[config.mk]
export PLATFORM = sky130hd
export DESIGN_NAME = pwm_timer_counter_8bit_core
export DESIGN_NICKNAME = d
export VERILOG_FILES = /design/src/rtl/ptc8_pkg.sv /design/src/rtl/pwm_timer_counter_8bit_core.sv
export VERILOG_INCLUDE_DIRS = /design/src /design/src/rtl
export SDC_FILE = /design/constraint.sdc
export NUM_CORES = 1
export LEC_CHECK = 0
export ABC_AREA = 1
export BUFFER_PORTS_ARGS = -buffer_cell sky130_fd_sc_hd__buf_2
export CORE_MARGIN = 4
export CORE_UTILIZATION = 45
export CTS_CLUSTER_SIZE = 10
export DETAILED_ROUTE_END_ITERATION = 16
export PLACE_DENSITY_LB_ADDON = 0.2
export SLEW_MARGIN = 20
export SYNTH_ARGS = -nofsm -noshare
export SYNTH_HDL_FRONTEND = slang
export SYNTH_SLANG_ARGS = --single-unit
[constraint.sdc]
create_clock -name clock -period 2.65 [get_ports clock]
set_input_delay 0.1325 -clock clock [delete_from_list [all_inputs] [get_ports clock]]
set_output_delay 0.1325 -clock clock [all_outputs]
set_load 0.02 [all_outputs]
[src/rtl/pwm_timer_counter_8bit_core_macros.svh]
// ----------------------------------------------------------------------------
// Assertion macros for the 8-bit timer/counter
// Shared property templates for same-cycle and next-cycle implications.
// ----------------------------------------------------------------------------
`ifndef PWM_TIMER_COUNTER_8BIT_CORE_MACROS_SVH
`define PWM_TIMER_COUNTER_8BIT_CORE_MACROS_SVH

`define PTC8_ASSERT_SAME(label, clk, rst, ante, cons, msg) \
   label: assert property (@(posedge clk) disable iff (rst) (ante) |-> (cons)) else $error(msg);

`define PTC8_ASSERT_NEXT(label, clk, rst, ante, cons, msg) \
   label: assert property (@(posedge clk) disable iff (rst) (ante) |=> (cons)) else $error(msg);

`endif

[src/rtl/ptc8_pkg.sv]
// ----------------------------------------------------------------------------
// Timer/counter package
// Payload types, operation and register codes, waveform decode helpers.
// ----------------------------------------------------------------------------
package ptc8_pkg;

   typedef struct packed {
      logic [2:0] action;
      logic       edge_rising;
      logic [2:0] reg_select;
      logic [7:0] write_data;
      logic       clock_gated;
   } req_type;

   typedef struct packed {
      logic [7:0] read_data;
      logic       flag_compare_a;
      logic       flag_compare_b;
      logic       flag_overflow;
      logic       level_out_a;
      logic       level_out_b;
      logic       drive_a;
      logic       drive_b;
      logic [4:0] warnings;
   } rsp_type;

   typedef enum logic [2:0] {
      PIN_HOLD,
      PIN_TOGGLE,
      PIN_CLEAR,
      PIN_SET,
      PIN_RESERVED
   } pin_action_type;

   typedef enum logic [2:0] {
      CLS_NORMAL,
      CLS_PC,
      CLS_CTC,
      CLS_FAST,
      CLS_RESERVED
   } wave_class_type;

   typedef enum logic [1:0] {
      BUF_NONE,
      BUF_AT_MAX,
      BUF_AT_BOTTOM
   } buf_mode_type;

   localparam logic [2:0] OP_TICK           = 3'd0;
   localparam logic [2:0] OP_EXT_EDGE       = 3'd1;
   localparam logic [2:0] OP_WRITE          = 3'd2;
   localparam logic [2:0] OP_READ           = 3'd3;
   localparam logic [2:0] OP_PRESCALE_RESET = 3'd4;

   localparam logic [2:0] SEL_CTRL_A = 3'd0;
   localparam logic [2:0] SEL_CTRL_B = 3'd1;
   localparam logic [2:0] SEL_COUNT  = 3'd2;
   localparam logic [2:0] SEL_CMP_A  = 3'd3;
   localparam logic [2:0] SEL_CMP_B  = 3'd4;

   localparam logic [2:0] CS_STOP     = 3'd0;
   localparam logic [2:0] CS_DIV1     = 3'd1;
   localparam logic [2:0] CS_DIV8     = 3'd2;
   localparam logic [2:0] CS_DIV64    = 3'd3;
   localparam logic [2:0] CS_DIV256   = 3'd4;
   localparam logic [2:0] CS_DIV1024  = 3'd5;
   localparam logic [2:0] CS_EXT_FALL = 3'd6;
   localparam logic [2:0] CS_EXT_RISE = 3'd7;

   localparam logic [2:0] WGM_PC_FF   = 3'd1;
   localparam logic [2:0] WGM_CTC     = 3'd2;
   localparam logic [2:0] WGM_PC_OCRA = 3'd5;
   localparam logic [2:0] WGM_FAST_OCRA = 3'd7;

   localparam logic [7:0] CTRL_A_MASK = 8'hF3;
   localparam logic [7:0] COUNT_MAX   = 8'hFF;

   function automatic wave_class_type class_of(logic [2:0] wgm);
      wave_class_type cls;
      case (wgm)
         3'd0:       cls = CLS_NORMAL;
         3'd1, 3'd5: cls = CLS_PC;
         3'd2:       cls = CLS_CTC;
         3'd3, 3'd7: cls = CLS_FAST;
         default:    cls = CLS_RESERVED;
      endcase
      return cls;
   endfunction

   function automatic buf_mode_type buf_mode(wave_class_type cls);
      buf_mode_type bm;
      case (cls)
         CLS_PC:   bm = BUF_AT_MAX;
         CLS_FAST: bm = BUF_AT_BOTTOM;
         default:  bm = BUF_NONE;
      endcase
      return bm;
   endfunction

   function automatic pin_action_type channel_action(logic [7:0] ctrl_a, logic [3:0] ctrl_b,
                                                     logic ch_b, logic at_top);
      wave_class_type cls;
      logic [1:0]     com;
      pin_action_type act;
      pin_action_type top_act;
      cls     = class_of({ctrl_b[3], ctrl_a[1:0]});
      com     = ch_b ? ctrl_a[5:4] : ctrl_a[7:6];
      top_act = PIN_HOLD;
      case (com)
         2'd1:    act = PIN_TOGGLE;
         2'd2:    act = PIN_CLEAR;
         2'd3:    act = PIN_SET;
         default: act = PIN_HOLD;
      endcase
      if (cls == CLS_FAST || cls == CLS_PC) begin
         if (act == PIN_TOGGLE) begin
            if (ch_b) begin
               act = PIN_RESERVED;
            end else if (!ctrl_b[3]) begin
               act = PIN_HOLD;
            end
         end else if (cls == CLS_FAST && act == PIN_CLEAR) begin
            top_act = PIN_SET;
         end else if (cls == CLS_FAST && act == PIN_SET) begin
            top_act = PIN_CLEAR;
         end
      end
      return at_top ? top_act : act;
   endfunction

   function automatic logic pin_apply(logic level, pin_action_type act, logic up);
      logic res;
      case (act)
         PIN_TOGGLE: res = !level;
         PIN_SET:    res = up;
         PIN_CLEAR:  res = !up;
         default:    res = level;
      endcase
      return res;
   endfunction

   function automatic logic [9:0] prescale_mask(logic [2:0] cs);
      logic [9:0] m;
      case (cs)
         CS_DIV8:    m = 10'd7;
         CS_DIV64:   m = 10'd63;
         CS_DIV256:  m = 10'd255;
         CS_DIV1024: m = 10'd1023;
         default:    m = 10'd0;
      endcase
      return m;
   endfunction

   function automatic logic [1:0] source_of(logic [2:0] cs);
      logic [1:0] src;
      case (cs)
         CS_STOP:     src = 2'd0;
         CS_EXT_FALL: src = 2'd2;
         CS_EXT_RISE: src = 2'd3;
         default:     src = 2'd1;
      endcase
      return src;
   endfunction

endpackage

[src/rtl/pwm_timer_counter_8bit_core.sv]
// ----------------------------------------------------------------------------
// 8-bit PWM timer/counter core
// Response valid is registered and rises in the cycle after a request transfer.
// Throughput: one item per cycle while rsp_ready is not held low, set by the single registered update pass.
// Reset clears control, counter, compare and pin state; direction is up.
// ----------------------------------------------------------------------------
`include "pwm_timer_counter_8bit_core_macros.svh"

module pwm_timer_counter_8bit_core (
   input  logic              clock,
   input  logic              reset,
   input  logic              req_valid,
   output logic              req_ready,
   input  ptc8_pkg::req_type req_data,
   output logic              rsp_valid,
   input  logic              rsp_ready,
   output ptc8_pkg::rsp_type rsp_data
);

   logic [7:0] ctrl_a_ff, ctrl_a_in;
   logic [3:0] ctrl_b_ff, ctrl_b_in;
   logic [7:0] count_ff, count_in;
   logic [7:0] act_a_ff, act_a_in;
   logic [7:0] act_b_ff, act_b_in;
   logic [7:0] pend_a_ff, pend_a_in;
   logic [7:0] pend_b_ff, pend_b_in;
   logic       up_ff, up_in;
   logic [9:0] presc_ff, presc_in;
   logic [1:0] pins_ff, pins_in;
   logic       rsp_valid_ff, rsp_valid_in;
   ptc8_pkg::rsp_type rsp_ff, rsp_in;

   logic                     req_fire;
   logic [2:0]               wgm_old;
   logic [2:0]               cs_old;
   ptc8_pkg::wave_class_type cls_old;
   ptc8_pkg::wave_class_type cls_new;
   ptc8_pkg::buf_mode_type   bm_old;
   logic                     count_event;
   logic [7:0]               ovf_val;
   logic [7:0]               top_val;
   logic                     pa, pb;
   logic                     flag_a, flag_b, flag_ovf;
   logic [7:0]               rd;
   logic [4:0]               warn;
   ptc8_pkg::pin_action_type drv_a_act, drv_b_act;

   assign req_fire  = req_valid && req_ready;
   assign req_ready = !rsp_valid_ff || rsp_ready;
   assign rsp_valid = rsp_valid_ff;
   assign rsp_data  = rsp_ff;

   assign wgm_old = {ctrl_b_ff[3], ctrl_a_ff[1:0]};
   assign cs_old  = ctrl_b_ff[2:0];
   assign cls_old = ptc8_pkg::class_of(wgm_old);
   assign bm_old  = ptc8_pkg::buf_mode(cls_old);

   always_comb begin
      ctrl_a_in   = ctrl_a_ff;
      ctrl_b_in   = ctrl_b_ff;
      count_in    = count_ff;
      act_a_in    = act_a_ff;
      act_b_in    = act_b_ff;
      pend_a_in   = pend_a_ff;
      pend_b_in   = pend_b_ff;
      up_in       = up_ff;
      pa          = pins_ff[0];
      pb          = pins_ff[1];
      rd          = 8'd0;
      warn        = 5'd0;
      flag_a      = 1'b0;
      flag_b      = 1'b0;
      flag_ovf    = 1'b0;
      count_event = 1'b0;
      cls_new     = cls_old;
      ovf_val     = ptc8_pkg::COUNT_MAX;
      top_val     = ptc8_pkg::COUNT_MAX;
      presc_in    = req_data.clock_gated ? 10'd0 : presc_ff;

      case (req_data.action)
         ptc8_pkg::OP_TICK: begin
            if (!req_data.clock_gated) begin
               presc_in = presc_ff + 10'd1;
               if (cs_old inside {[ptc8_pkg::CS_DIV1:ptc8_pkg::CS_DIV1024]} &&
                   (presc_in & ptc8_pkg::prescale_mask(cs_old)) == 10'd0) begin
                  count_event = 1'b1;
               end
            end
         end
         ptc8_pkg::OP_EXT_EDGE: begin
            count_event = (cs_old == ptc8_pkg::CS_EXT_FALL && !req_data.edge_rising) ||
                          (cs_old == ptc8_pkg::CS_EXT_RISE && req_data.edge_rising);
         end
         ptc8_pkg::OP_WRITE: begin
            case (req_data.reg_select)
               ptc8_pkg::SEL_CTRL_A: begin
                  ctrl_a_in = req_data.write_data & ptc8_pkg::CTRL_A_MASK;
                  cls_new   = ptc8_pkg::class_of({ctrl_b_ff[3], ctrl_a_in[1:0]});
                  if (cls_new != cls_old) begin
                     up_in   = 1'b1;
                     warn[4] = (cs_old != ptc8_pkg::CS_STOP);
                     warn[0] = (cls_new == ptc8_pkg::CLS_RESERVED);
                  end
                  warn[1] = (ptc8_pkg::channel_action(ctrl_a_in, ctrl_b_ff, 1'b1, 1'b0) ==
                             ptc8_pkg::PIN_RESERVED);
               end
               ptc8_pkg::SEL_CTRL_B: begin
                  ctrl_b_in = req_data.write_data[3:0];
                  cls_new   = ptc8_pkg::class_of({ctrl_b_in[3], ctrl_a_ff[1:0]});
                  if (cls_new != cls_old) begin
                     up_in   = 1'b1;
                     warn[4] = (cs_old != ptc8_pkg::CS_STOP);
                     warn[0] = (cls_new == ptc8_pkg::CLS_RESERVED);
                  end
                  warn[1] = (ptc8_pkg::channel_action(ctrl_a_ff, ctrl_b_in, 1'b1, 1'b0) ==
                             ptc8_pkg::PIN_RESERVED);
                  warn[3] = (ptc8_pkg::source_of(ctrl_b_in[2:0]) !=
                             ptc8_pkg::source_of(cs_old)) &&
                            (cs_old != ptc8_pkg::CS_STOP) &&
                            (ctrl_b_in[2:0] != ptc8_pkg::CS_STOP);
                  if (cls_new inside {ptc8_pkg::CLS_NORMAL, ptc8_pkg::CLS_CTC}) begin
                     if (req_data.write_data[7]) begin
                        pa = ptc8_pkg::pin_apply(pa,
                           ptc8_pkg::channel_action(ctrl_a_ff, ctrl_b_in, 1'b0, 1'b0), up_in);
                     end
                     if (req_data.write_data[6]) begin
                        pb = ptc8_pkg::pin_apply(pb,
                           ptc8_pkg::channel_action(ctrl_a_ff, ctrl_b_in, 1'b1, 1'b0), up_in);
                     end
                  end
               end
               ptc8_pkg::SEL_COUNT: begin
                  count_in = req_data.write_data;
                  warn[2]  = (cs_old != ptc8_pkg::CS_STOP);
               end
               ptc8_pkg::SEL_CMP_A: begin
                  pend_a_in = req_data.write_data;
                  if (bm_old == ptc8_pkg::BUF_NONE) begin
                     act_a_in = req_data.write_data;
                  end
               end
               ptc8_pkg::SEL_CMP_B: begin
                  pend_b_in = req_data.write_data;
                  if (bm_old == ptc8_pkg::BUF_NONE) begin
                     act_b_in = req_data.write_data;
                  end
               end
               default: begin
               end
            endcase
         end
         ptc8_pkg::OP_READ: begin
            case (req_data.reg_select)
               ptc8_pkg::SEL_CTRL_A: rd = ctrl_a_ff;
               ptc8_pkg::SEL_CTRL_B: rd = {4'd0, ctrl_b_ff};
               ptc8_pkg::SEL_COUNT:  rd = count_ff;
               ptc8_pkg::SEL_CMP_A:  rd = (bm_old != ptc8_pkg::BUF_NONE) ? pend_a_ff : act_a_ff;
               ptc8_pkg::SEL_CMP_B:  rd = (bm_old != ptc8_pkg::BUF_NONE) ? pend_b_ff : act_b_ff;
               default:              rd = 8'd0;
            endcase
         end
         ptc8_pkg::OP_PRESCALE_RESET: begin
            presc_in = 10'd0;
         end
         default: begin
         end
      endcase

      if (count_event) begin
         if (wgm_old inside {ptc8_pkg::WGM_PC_FF, ptc8_pkg::WGM_PC_OCRA}) begin
            ovf_val = 8'd0;
         end else if (wgm_old == ptc8_pkg::WGM_FAST_OCRA) begin
            ovf_val = act_a_ff;
         end
         if (count_ff == act_a_ff) begin
            pa = ptc8_pkg::pin_apply(pa,
               ptc8_pkg::channel_action(ctrl_a_ff, ctrl_b_ff, 1'b0, 1'b0), up_ff);
            flag_a = 1'b1;
         end
         if (count_ff == act_b_ff) begin
            pb = ptc8_pkg::pin_apply(pb,
               ptc8_pkg::channel_action(ctrl_a_ff, ctrl_b_ff, 1'b1, 1'b0), up_ff);
            flag_b = 1'b1;
         end
         flag_ovf = (count_ff == ovf_val);
         if ((bm_old == ptc8_pkg::BUF_AT_MAX && count_ff == ptc8_pkg::COUNT_MAX) ||
             (bm_old == ptc8_pkg::BUF_AT_BOTTOM && count_ff == 8'd0)) begin
            act_a_in = pend_a_ff;
            act_b_in = pend_b_ff;
         end
         if (wgm_old inside {ptc8_pkg::WGM_CTC, ptc8_pkg::WGM_PC_OCRA,
                             ptc8_pkg::WGM_FAST_OCRA}) begin
            top_val = act_a_in;
         end
         if (up_ff) begin
            if (count_ff == top_val) begin
               pa = ptc8_pkg::pin_apply(pa,
                  ptc8_pkg::channel_action(ctrl_a_ff, ctrl_b_ff, 1'b0, 1'b1), up_ff);
               pb = ptc8_pkg::pin_apply(pb,
                  ptc8_pkg::channel_action(ctrl_a_ff, ctrl_b_ff, 1'b1, 1'b1), up_ff);
               count_in = 8'd0;
               if (cls_old == ptc8_pkg::CLS_PC) begin
                  up_in    = 1'b0;
                  count_in = (top_val == 8'd0) ? 8'd0 : top_val - 8'd1;
               end
            end else begin
               count_in = count_ff + 8'd1;
            end
         end else if (count_ff == 8'd0) begin
            up_in    = 1'b1;
            count_in = 8'd1;
         end else begin
            count_in = count_ff - 8'd1;
         end
      end

      pins_in   = {pb, pa};
      drv_a_act = ptc8_pkg::channel_action(ctrl_a_in, ctrl_b_in, 1'b0, 1'b0);
      drv_b_act = ptc8_pkg::channel_action(ctrl_a_in, ctrl_b_in, 1'b1, 1'b0);

      rsp_in.read_data      = rd;
      rsp_in.flag_compare_a = flag_a;
      rsp_in.flag_compare_b = flag_b;
      rsp_in.flag_overflow  = flag_ovf;
      rsp_in.level_out_a    = pa;
      rsp_in.level_out_b    = pb;
      rsp_in.drive_a        = (drv_a_act != ptc8_pkg::PIN_HOLD);
      rsp_in.drive_b        = (drv_b_act != ptc8_pkg::PIN_HOLD) &&
                              (drv_b_act != ptc8_pkg::PIN_RESERVED);
      rsp_in.warnings       = warn;

      rsp_valid_in = req_fire || (rsp_valid_ff && !rsp_ready);
   end

   always_ff @(posedge clock) begin
      if (reset) begin
         ctrl_a_ff    <= 8'd0;
         ctrl_b_ff    <= 4'd0;
         count_ff     <= 8'd0;
         act_a_ff     <= 8'd0;
         act_b_ff     <= 8'd0;
         pend_a_ff    <= 8'd0;
         pend_b_ff    <= 8'd0;
         up_ff        <= 1'b1;
         presc_ff     <= 10'd0;
         pins_ff      <= 2'd0;
         rsp_valid_ff <= 1'b0;
      end else begin
         rsp_valid_ff <= rsp_valid_in;
         if (req_fire) begin
            ctrl_a_ff <= ctrl_a_in;
            ctrl_b_ff <= ctrl_b_in;
            count_ff  <= count_in;
            act_a_ff  <= act_a_in;
            act_b_ff  <= act_b_in;
            pend_a_ff <= pend_a_in;
            pend_b_ff <= pend_b_in;
            up_ff     <= up_in;
            presc_ff  <= presc_in;
            pins_ff   <= pins_in;
         end
      end
   end

   always_ff @(posedge clock) begin
      if (req_fire) begin
         rsp_ff <= rsp_in;
      end
   end

   `PTC8_ASSERT_SAME(a_down_only_pc, clock, reset,
      !up_ff, cls_old == ptc8_pkg::CLS_PC,
      "Counting down outside phase-correct mode.")
   `PTC8_ASSERT_NEXT(a_gated_presc_clear, clock, reset,
      req_fire && req_data.clock_gated, presc_ff == 10'd0,
      "Prescaler not cleared by a gated item.")
   `PTC8_ASSERT_NEXT(a_fire_gives_rsp, clock, reset,
      req_fire, rsp_valid_ff,
      "Accepted item produced no response.")

endmodule

==> run_results.csv, run 1 <==
group,metric,value,unit
run_status,outcome,"complete, no violations",
timing,worst_pin_slew,0.985,ns
grt,globalRouteOverflowTotal,0,
synthesis,synth_cells,971,
timing,finalWorstPathRequiredPeriod,2.50,ns
clock_network,ctsHoldBuffers,0,
synthesis,yosys-top-cells-area,"dfxtp_1 20%, nand2_1 14%, edfxtp_1 9.4%, a21oi_1 6.5%, o21ai_0 6.1%",
timing,setup_viol,0,
grt,grt_pass1_wl,34700,µm
route,vias,6917,
clock_network,cts_tree,"yes",
worst_setup_path,path_class,"reg -> reg",
placement,post-place-ws,0.0290,ns
worst_setup_path,required,2.86,ns
grt,grt_pass1_vias,6365,
synthesis,syn_area,6360,µm²
synthesis,synth_nets,997,
route,finalWirelength,21800,µm
route,ant_nets,0,
timing,final_max_slew_viol_count,0,
placement,gp_congestion,0.983,
synthesis,synth.avg_cell_area,6.55,µm²
clock_network,cts-root-buf,"clkbuf_16",
pwr,power,3.04,mW
worst_setup_path,end_kind,"register",
route,drc_errors,0,
pwr,power.density,407,nW/µm²
die,fp-row-count,43,
route,wl_per_cell,17.7,µm
clock_network,cts_buffers,9,
final_layout,fin_util,0.539,
die,dieWidth,127,µm
grt,grt_use_total,0.274,
placement,portBuffers,41,
worst_setup_path,rrSetupSlack,0.15,ns
placement,placedCellCount,1205,
timing,relSlewSlack,0.343,
die,core-area,13900,µm²
clock_network,clock_sinks,84,
clock_network,cts.clk_slew.worst_paths,0.06,ns
worst_setup_path,crit_fanout,9,
synthesis,yosysSeqAreaShare,0.296,
final_layout,antennaDiodeCount,0,
synthesis,async_reset_ff_frac,0,
final_layout,nets,1071,
timing,max_clock_freq,0.400,GHz
timing,min_period_over_period,0.943,
pwr,p_leak,3.25,nW
clock_network,clk_latency,0.35,ns
final_layout,final_cells,1230,
timing,fin_skew,0.00614,ns
die,dieArea,16100,µm²
synthesis,yosys.area.top_type,"dfxtp_1",
synthesis,synth_seq_cells,84,
min_path,min_path_type,"in -> reg",
synthesis,synthFlopType,"dfxtp_1",
worst_setup_path,start_kind,"register",
run,cap_viol_max_count,0,
final_layout,layout-drive-gt1-share,0.204,
synthesis,synth_cell_types,46,
grt,grt_max_degree,37,
pwr,ir_drop,471,µV
synthesis,ys_warn_count,0,
route,first_iter_violations,702,
route,via_per_inst,5.62,
grt,antenna_found_initial,0,
clock_network,cts_htree_levels,3,
die,die_h,127,µm
timing,layout_setup_ws,0.150,ns
die,num_io_pins,42,
die,start_util,0.458,
synthesis,yosysTopAreaCellShare,0.201,
final_layout,area_growth,17.6,%
route,firstDrtPassIters,5,
synthesis,synth_edf_count,20,
timing,hold_violations,0,
clock_network,clock_path_buffers,2,
worst_setup_path,worstPathArrival,2.71,ns
placement,dp_hpwl,16600,µm
## sequential cells by signal, indices dropped and copies added, names as in the netlist
name / flops
act_a_ff: 8
act_b_ff: 8
count_ff: 8
ctrl_a_ff: 6
ctrl_b_ff: 4
pend_a_ff: 8
pend_b_ff: 8
pins_ff: 2
presc_ff: 10
rsp_data: 20
rsp_valid: 1
up_ff: 1
## what timing repair did
action                     CTS  global route
setup endpoints to repair    0            30
hold endpoints to repair     0             0
resized for setup            0            35
buffers inserted             0             9
## stage by stage
step / area, µm² / setup TNS [ns] / hold WS (ns)
floorplan: 6360 / 0 / 0.266
global route: 7480 / -0.103 / 0.0459
finish: 7480 / 0 / 0.0264
global placement: 7010 / 0 / 0.383
detailed placement: 7010 / 0 / 0.386
CTS: 7290 / 0 / 0.0140
## worst max-delay path, cell delays in order, from the launching register on
cell,delay (ns)
dfxtp_2,0.37
ha_2,0.19
nand2_1,0.08
nor2_2,0.16
nand3_2,0.10
nand2_4,0.14
inv_6,0.08
nand2_4,0.11
nand3_4,0.08
inv_2,0.07
ha_2,0.17
nand3_1,0.08
nor2_2,0.14
nand3_2,0.11
nand3_1,0.10
nor2_1,0.04
nand2_1,0.09
nand2_1,0.06
nand2_1,0.05
nand2_1,0.04
nand2_1,0.05
a21oi_1,0.06
## where the power goes
part	switching (mW)	leakage (nW)	total, mW	internal, mW
Sequential	0.0243	0.722	1.37	1.34
Combinational	0.318	2.39	0.475	0.157
Clock	0.534	0.140	1.20	0.664
## routing by layer
| metal | global-route usage | up-vias | wire length (µm) |
|---|---|---|---|
| met5 | 0 | - | 0 |
| met1 | 0.382 | 3159 | 9440 |
| met2 | 0.422 | 308 | 9640 |
| met4 | 0.105 | 0 | 733 |
| li1 | - | 3396 | - |
| met3 | 0.0501 | 54 | 1990 |
## cell type report
type	count	area, µm²
Sequential cell	84	1890
Fill cell	1400	6400
Inverter	99	402
Tap cell	180	225
Clock buffer	11	243
Clock inverter	5	36.3
Timing Repair Buffer	106	747
Multi-Input combinational cell	745	3940
## placed cells by master (no fill, tap or decap), types with 6 or more instances in the layout
cell       count
nand4_1       31
a221oi_1       6
buf_4         60
xor2_1        33
or2_2          7
nand2_4        6
nor3_1         9
nand2_1      243
edfxtp_1      20
a31oi_1       10
o21ai_1       17
nand2_2       18
nand3_1       50
buf_2         41
o211ai_1      11
clkbuf_16      9
o21ai_0       75
nor2_1        78
dfxtp_1       60
o22ai_1        6
inv_2         10
inv_1         80
nor2_2         8
nand3_2       13
a21oi_1       83
## logic make-up (layout without fill, tap and decap cells)
family,Yosys count,in the layout,share of synthesized area
AO/OA/AOI/OAI,219,219,0.190
buffers and inverters,142,221,0.0993
flip-flops,84,84,0.296
adder cells (fa/ha/maj),6,6,0.0118
XOR/XNOR,38,38,0.0523
AND/OR/NAND/NOR,482,482,0.351
## cells in the mapped netlist, types with 8 or more instances
cell type / number
nor2_1: 80
a31oi_1: 10
inv_1: 83
o211ai_1: 11
nand3_2: 14
clkbuf_1: 22
buf_2: 9
xor2_1: 33
dfxtp_1: 64
o21ai_0: 77
inv_2: 8
nand2_1: 245
a21oi_1: 83
o21ai_1: 15
nand3_1: 52
nand2_2: 21
edfxtp_1: 20
nand4_1: 31
nor3_1: 10
## worst paths after layout
kind	cells after the start	start	end
setup / recovery	21	count_ff[0]$_SDFFE_PP0P_	count_ff[2]$_SDFFE_PP0P_
hold / removal	3	req_valid	rsp_valid$_SDFF_PP0_
setup reg to reg	21	count_ff[0]$_SDFFE_PP0P_	count_ff[2]$_SDFFE_PP0P_
hold reg to reg	2	act_b_ff[0]$_SDFFE_PP0P_	act_b_ff[0]$_SDFFE_PP0P_
(Power assumes the default switching activity.)
==> run 2: changes to the inputs <==
--- a/config.mk
+++ b/config.mk
@@ -8,10 +8,11 @@
 export LEC_CHECK = 0
 export ABC_AREA = 1
 export BUFFER_PORTS_ARGS = -buffer_cell sky130_fd_sc_hd__buf_2
-export CORE_MARGIN = 4
+export CORE_MARGIN = 2
 export CORE_UTILIZATION = 45
 export CTS_CLUSTER_SIZE = 10
 export DETAILED_ROUTE_END_ITERATION = 16
+export HOLD_SLACK_MARGIN = 0.05
 export PLACE_DENSITY_LB_ADDON = 0.2
 export SLEW_MARGIN = 20
 export SYNTH_ARGS = -nofsm -noshare
==> run 2 against run 1 <==
Compared with the run above:
- critical path depth down 6
- global-route usage up 2.1 points
- register-to-register slack worse by 0.05 ns
- largest cell class unchanged
==> run_results.csv, run 2 (synthesis gave the netlist of run 1 again) <==
group,metric,value,unit
timing,max_clock_freq,0.392,GHz
pwr,p_leak,3.24,nW
placement,gp_congestion,1.00,
final_layout,layout_common_cells,"241 x nand2_1, 83 x a21oi_1, 79 x inv_1",
pwr,comb_power_share,0.149,
worst_setup_path,critPathLaunch,"count_ff[0]$_SDFFE_PP0P_",
pwr,power,3.22,mW
worst_setup_path,path_delay_family,"simple AND/OR/NAND/NOR gates",
run,cap_viol_max_count,0,
worst_setup_path,crit_fanout,9,
route,finalWirelength,21600,µm
worst_setup_path,cp_num_buf_inv,1,
min_path,min_path_type,"in -> reg",
final_layout,layout_commonest_cell,"nand2_1",
worst_setup_path,end_kind,"register",
clock_network,cts-root-buf,"clkbuf_16",
pwr,clkPwrFrac,0.427,
final_layout,antennaDiodeCount,0,
final_layout,nets,1064,
clock_network,cts_buffers,9,
worst_setup_path,path_cells,"ha_2 -> nand2_2 -> nor2_4 -> nand3_2 -> nand2_4 -> buf_12 -> nand2_2 -> nand4_1 -> nand2_1 -> nor2_2 -> nand3_2 -> nor2_4 -> nand4_1 -> nand3_2 -> nand2_1",
worst_setup_path,worstPathArrival,2.65,ns
die,die_h,123,µm
grt,antenna_found_initial,0,
grt,grt_use_total,0.295,
timing,finalWorstPathRequiredPeriod,2.55,ns
die,dieWidth,123,µm
route,firstDrtPassIters,5,
grt,globalRouteOverflowTotal,0,
grt,grt_pass1_vias,6233,
route,ant_nets,0,
pwr,ir_drop,347,µV
worst_setup_path,slowest_stage,"dfxtp_4",
clock_network,cts.clk_slew.worst_paths,0.07,ns
timing,fin_skew,0.0108,ns
route,first_iter_violations,830,
final_layout,layout-drive-gt1-share,0.200,
timing,relSlewSlack,0.339,
worst_setup_path,regToRegStartpoint,"count_ff[0]$_SDFFE_PP0P_",
clock_network,clk_latency,0.35,ns
worst_setup_path,start_kind,"register",
min_path,min_from,"rsp_ready",
worst_setup_path,critPathMaxStageDelay,0.37,ns
clock_network,clock_sinks,84,
die,num_io_pins,42,
run_status,outcome,"complete, no violations",
placement,portBuffers,41,
pwr,p_switching,914,µW
timing,worst_pin_slew,0.990,ns
route,via_per_inst,5.63,
route,wl_per_cell,17.7,µm
final_layout,nFillCells,1362,
final_layout,area_growth,17.7,%
die,start_util,0.460,
worst_setup_path,cpMostUsedCell,"nand3_2",
placement,dp_hpwl,16400,µm
route,vias,6882,
grt,grt_pass1_wl,33700,µm
pwr,switching_share,0.284,
clock_network,cts_htree_levels,3,
final_layout,largest_reg_flops,20,
placement,dpl-instance-area,6980,µm²
worst_setup_path,path_class,"reg -> reg",
worst_setup_path,required,2.75,ns
final_layout,fin_area,7480,µm²
clock_network,cts_tree,"yes",
die,fp-row-count,43,
die,core-area,13800,µm²
die,dieArea,15100,µm²
timing,setup_viol,0,
timing,final_max_slew_viol_count,0,
timing,min_period_over_period,0.962,
timing,rsz0062_at_grt,"true",
pwr,p_int,2.30,mW
route,drc_errors,0,
final_layout,fin_util,0.541,
grt,grt_max_degree,34,
pwr,power.density,430,nW/µm²
clock_network,clock_path_buffers,2,
pwr,p_seq_frac,0.423,
timing,hold_violations,0,
==> run 2: routing by layer <==
metal / routed length, µm / GRT usage / vias to the layer above
li1: - / - / 3395
met1: 9650 / 0.409 / 3141
met2: 9580 / 0.458 / 292
met3: 1660 / 0.0534 / 54
met4: 707 / 0.107 / 0
met5: 0 / 0 / -
==> run 2: power groups by stage <==
stage	combinational (mW)	clock [mW]	sequential, mW
after floorplan	0.271	0	1.41
after global placement	0.457	0	1.39
after detailed placement	0.458	0	1.39
after CTS	0.461	1.39	1.36
after global routing	0.521	1.44	1.36
final	0.481	1.37	1.36
==> run 2: metrics by stage <==
stage / hold WS, ns / setup TNS, ns / instances / setup slack, ns
2_1_floorplan: 0.266 / 0 / 971 / 0.0206
3_3_place_gp: 0.384 / 0 / 1202 / 0.0362
3_5_place_dp: 0.396 / 0 / 1202 / 0.0150
4_1_cts: 0.0739 / -0.00461 / 1219 / -0.00255
5_1_grt: 0.124 / -0.210 / 1223 / -0.0352
6_report: 0.0772 / 0 / 1223 / 0.101
==> run 2: worst register-to-register path, stage by stage, from the launching register on <==
cell	delay, ns
dfxtp_4	0.37
ha_2	0.18
nand2_2	0.09
nor2_4	0.15
nand3_2	0.10
nand2_4	0.15
buf_12	0.15
nand2_2	0.09
nand4_1	0.15
nand2_1	0.11
nor2_2	0.13
nand3_2	0.10
nor2_4	0.23
nand4_1	0.15
nand3_2	0.11
nand2_1	0.05
==> run 2: final timing paths <==
check        slack (ns)  cells past startpoint                        to
max                0.10                     15     rsp_data[7]$_DFFE_PP_
min                0.08                      4      rsp_valid$_SDFF_PP0_
max reg2reg        0.10                     15     rsp_data[7]$_DFFE_PP_
min reg2reg        0.50                      2  presc_ff[8]$_SDFFE_PP0P_
==> run 2: final cells by class <==
| cell class | count | area (µm²) | area share |
|---|---|---|---|
| flip-flops and latches | 84 | 1890 | 0.253 |
| clock inverters | 6 | 73.8 | 0.00986 |
| clock buffers | 10 | 250 | 0.0334 |
| multi-input cells | 745 | 3950 | 0.527 |
| repair buffers | 99 | 697 | 0.0931 |
| well taps | 180 | 225 | 0.0301 |
| inverters | 99 | 402 | 0.0537 |
==> run 2: repair_timing <==
action                     in CTS  in global routing
setup endpoints to repair       2                 30
hold endpoints to repair        1                  0
gates resized for setup         0                 36
setup buffers                   0                  4
hold buffers                    1                  0
pin swaps                       0                 12
